`config.mk`:
```
export PLATFORM = sky130hd
export DESIGN_NAME = wmd_ram
export DESIGN_NICKNAME = d
export VERILOG_FILES = /design/src/wmd_ram.sv
export SDC_FILE = /design/constraint.sdc
export NUM_CORES = 1
export LEC_CHECK = 0
export ABC_AREA = 1
export ABC_CLOCK_PERIOD_IN_PS = 3180
export BUFFER_PORTS_ARGS = -buffer_cell sky130_fd_sc_hd__buf_2
export CORE_MARGIN = 8
export CORE_UTILIZATION = 36
export DETAILED_ROUTE_END_ITERATION = 8
export GPL_ROUTABILITY_DRIVEN = 0
export SETUP_SLACK_MARGIN = 0.02
export SLEW_MARGIN = 20
export SYNTH_ARGS = -nofsm -noshare
export SYNTH_HDL_FRONTEND = slang
export SYNTH_SLANG_ARGS = --single-unit
```
`constraint.sdc`:
```
create_clock -name clk -period 3.18 [get_ports clk]
set_input_delay 0.636 -clock clk [delete_from_list [all_inputs] [get_ports clk]]
set_output_delay 0.636 -clock clk [all_outputs]
set_load 0.05 [all_outputs]
```
`src/wmd_ram.sv`:
```
// Generic single-port-write, single-port-read RAM with registered read data.
// No dependencies.
module wmd_ram #(
	parameter int WIDTH = 8,
	parameter int DEPTH = 16
) (
	input  logic                     clk,
	input  logic                     we,
	input  logic [$clog2(DEPTH)-1:0] waddr,
	input  logic [WIDTH-1:0]         wdata,
	input  logic                     re,
	input  logic [$clog2(DEPTH)-1:0] raddr,
	output logic [WIDTH-1:0]         rdata
);

	logic [WIDTH-1:0] mem [DEPTH];

	always_ff @(posedge clk) begin
		if (we) begin
			mem[waddr] <= wdata;
		end
		if (re) begin
			rdata <= mem[raddr];
		end
	end

endmodule

```
==> impl_metrics.ini <==
[yosys]
synth.area.top_cells = edfxtp_1, nand2_1, nand3_1
synth_cell_types = 11
yosysTopAreaCell = edfxtp_1
synth_area_um2 = 5850
synth_top_area_frac = 0.698
ys_ff_latch = 136
syn_inst = 551
yosys_warnings = 0
syn_nets = 570
post_synth.cell_area_avg_um2 = 10.6
yosysSeqAreaShare = 0.698

[cells_and_area]
drive_gt1_frac = 0.0853
area_growth_syn_to_layout_pct = 12.7
final_cell_mix = nand2_1, edfxtp_1, inv_1
n_antenna_cell = 0
nets = 593
mostFrequentLayoutCell = nand2_1

[routing]
first_iter_violations = 359
ant_nets = 0
drc_errors = 0
avgRoutedWirePerCell_um = 16.7
via_per_inst = 4.70
num_vias = 3771
totalWireLength_um = 13400
first_pass_iters = 5

[critical_path]
worstPathArrival_ns = 2.19
path_class = input pin to flip-flop
cp-end-kind = flip-flop
rr_worst_depth = 6
rr_endpoint = rdata[0]
worstPathRequired_ns = 3.35
startpoint_type = input pin
ff2ff_setup_slack_ns = 2.00
rr_startpoint = mem[12][0]
cp_max_fo = 33

[clocking]
max-clock-path-buffers = 2
tritoncts = yes
cts_buffers = 17
cts.sinks = 136
cts_root_buf = clkbuf_16
cts.repair.resized = 0
clkLatencyLatePin_ns = 0.42
htree_levels = 4
cts_setup_buffers = 0
cts_hold_buf = 0
clkTransAtPathRegs_ns = 0.06

[global_route]
grt_remaining_overflow = 0
grt_max_degree = 64
global_route.usage.total = 0.140
first_global_vias = 3715
antenna_found_initial = 0
grt_pass1_wl_um = 20900

[pwr]
power.total_mw = 3.94
p_leak_nw = 2.78
peakVddDrop_mv = 0.412
powerDensity_nw_per_um2 = 598

[sta]
rsz0062_at_grt = no
fin_skew_ns = 0.00984
setup_viol = 0
clock.fmax_mhz = 493
tightest_slew_ns = 0.904
tns_ns = 0
hold_viol_final = 0
fin_crit_sh = 0.638
period_needed_ns = 2.03
slew_headroom = 0.395
slew_viol_final = 0

[hold_path]
worstHoldStart = re
min_path_type = input pin to flip-flop
timing.hold.worst_path_depth = 1
whs_endpoint = rdata[5]

[floorplanning]
io_pins = 27
die_area_um2 = 20600
core_um2 = 15900
start_util = 0.368
die_y_um = 143
row_count = 46
die_w_um = 143

[place]
hpwlAfterDp_um = 8590
io_buffers = 26

[flow_run]
cap_violations = 0

[run_status]
outcome = complete, no violations
==> per-stage QoR <==
stage          instance area (um^2)  setup slack (ns)  std cells   util  hold slack [ns]
6_report                       6590              1.15        802  0.415            0.594
4_1_cts                        6590              1.16        802  0.415            0.577
5_1_grt                        6590             0.966        802  0.415            0.585
3_5_place_dp                   6110             0.735        771  0.385            0.758
2_1_floorplan                  5850              1.59        551      -            0.683
3_3_place_gp                   6110             0.715        771  0.385            0.736
==> cells in the mapped netlist <==
cell	number
buf_6	6
buf_1	1
nand3b_1	2
nand2_1	173
edfxtp_1	136
nand3_1	97
nor2_1	17
inv_1	100
buf_2	13
buf_4	4
inv_2	2
==> state kept, by name, summed over array words and instances, names as in the netlist <==
signal and cells:
mem 128, rdata 8
==> critical path: stages <==
cell and delay, ns:
buf_2 0.53, inv_2 0.45, nand3_1 0.21, nand3_1 0.10
nand3_1 0.16, nand2_1 0.08
==> cell families (layout without fill, tap and decap cells) <==
logic type / after synthesis / in the layout / share of synthesized area
buffers and inverters: 126 / 161 / 0.0939
and+or+nand+nor: 289 / 289 / 0.208
DFF: 136 / 136 / 0.698
==> area by class of cell <==
cell class                 instances  area (um^2)
fill                            1541         9300
multi-input combinational        289         1210
inverter                         102          383
tap                              216          270
clock buffer                      24          452
timing repair buffer              28          158
sequential                       136         4080
clock inverter                     7         30.0
==> worst max-delay path by stage <==
| stage | startpoint | to | slack, ns |
|---|---|---|---|
| final | raddr[1] | rdata[0] | 1.15 |
| after global routing | raddr[1] | rdata[0] | 0.97 |
| after CTS | raddr[1] | rdata[0] | 1.16 |
| after detailed placement | raddr[1] | rdata[5] | 0.73 |
| after global placement | raddr[1] | rdata[0] | 0.72 |
| after floorplan | waddr[2] | mem[10][0] | 1.59 |
==> per-layer routing <==
metal | share of wire | vias to the layer above | GRT usage
li1 | - | 1831 | -
met1 | 0.46 | 1827 | 0.182
met2 | 0.47 | 99 | 0.216
met3 | 0.055 | 14 | 0.0372
met4 | 0.017 | 0 | 0.0570
met5 | 0 | - | 0
==> power breakdown <==
part / internal, mW / switching [mW] / total [mW]
clock network: 0.973 / 0.669 / 1.64
registers: 2.02 / 0.0144 / 2.04
logic: 0.0630 / 0.196 / 0.259
total: 3.06 / 0.880 / 3.94
Power figures use the tool's default switching activity.
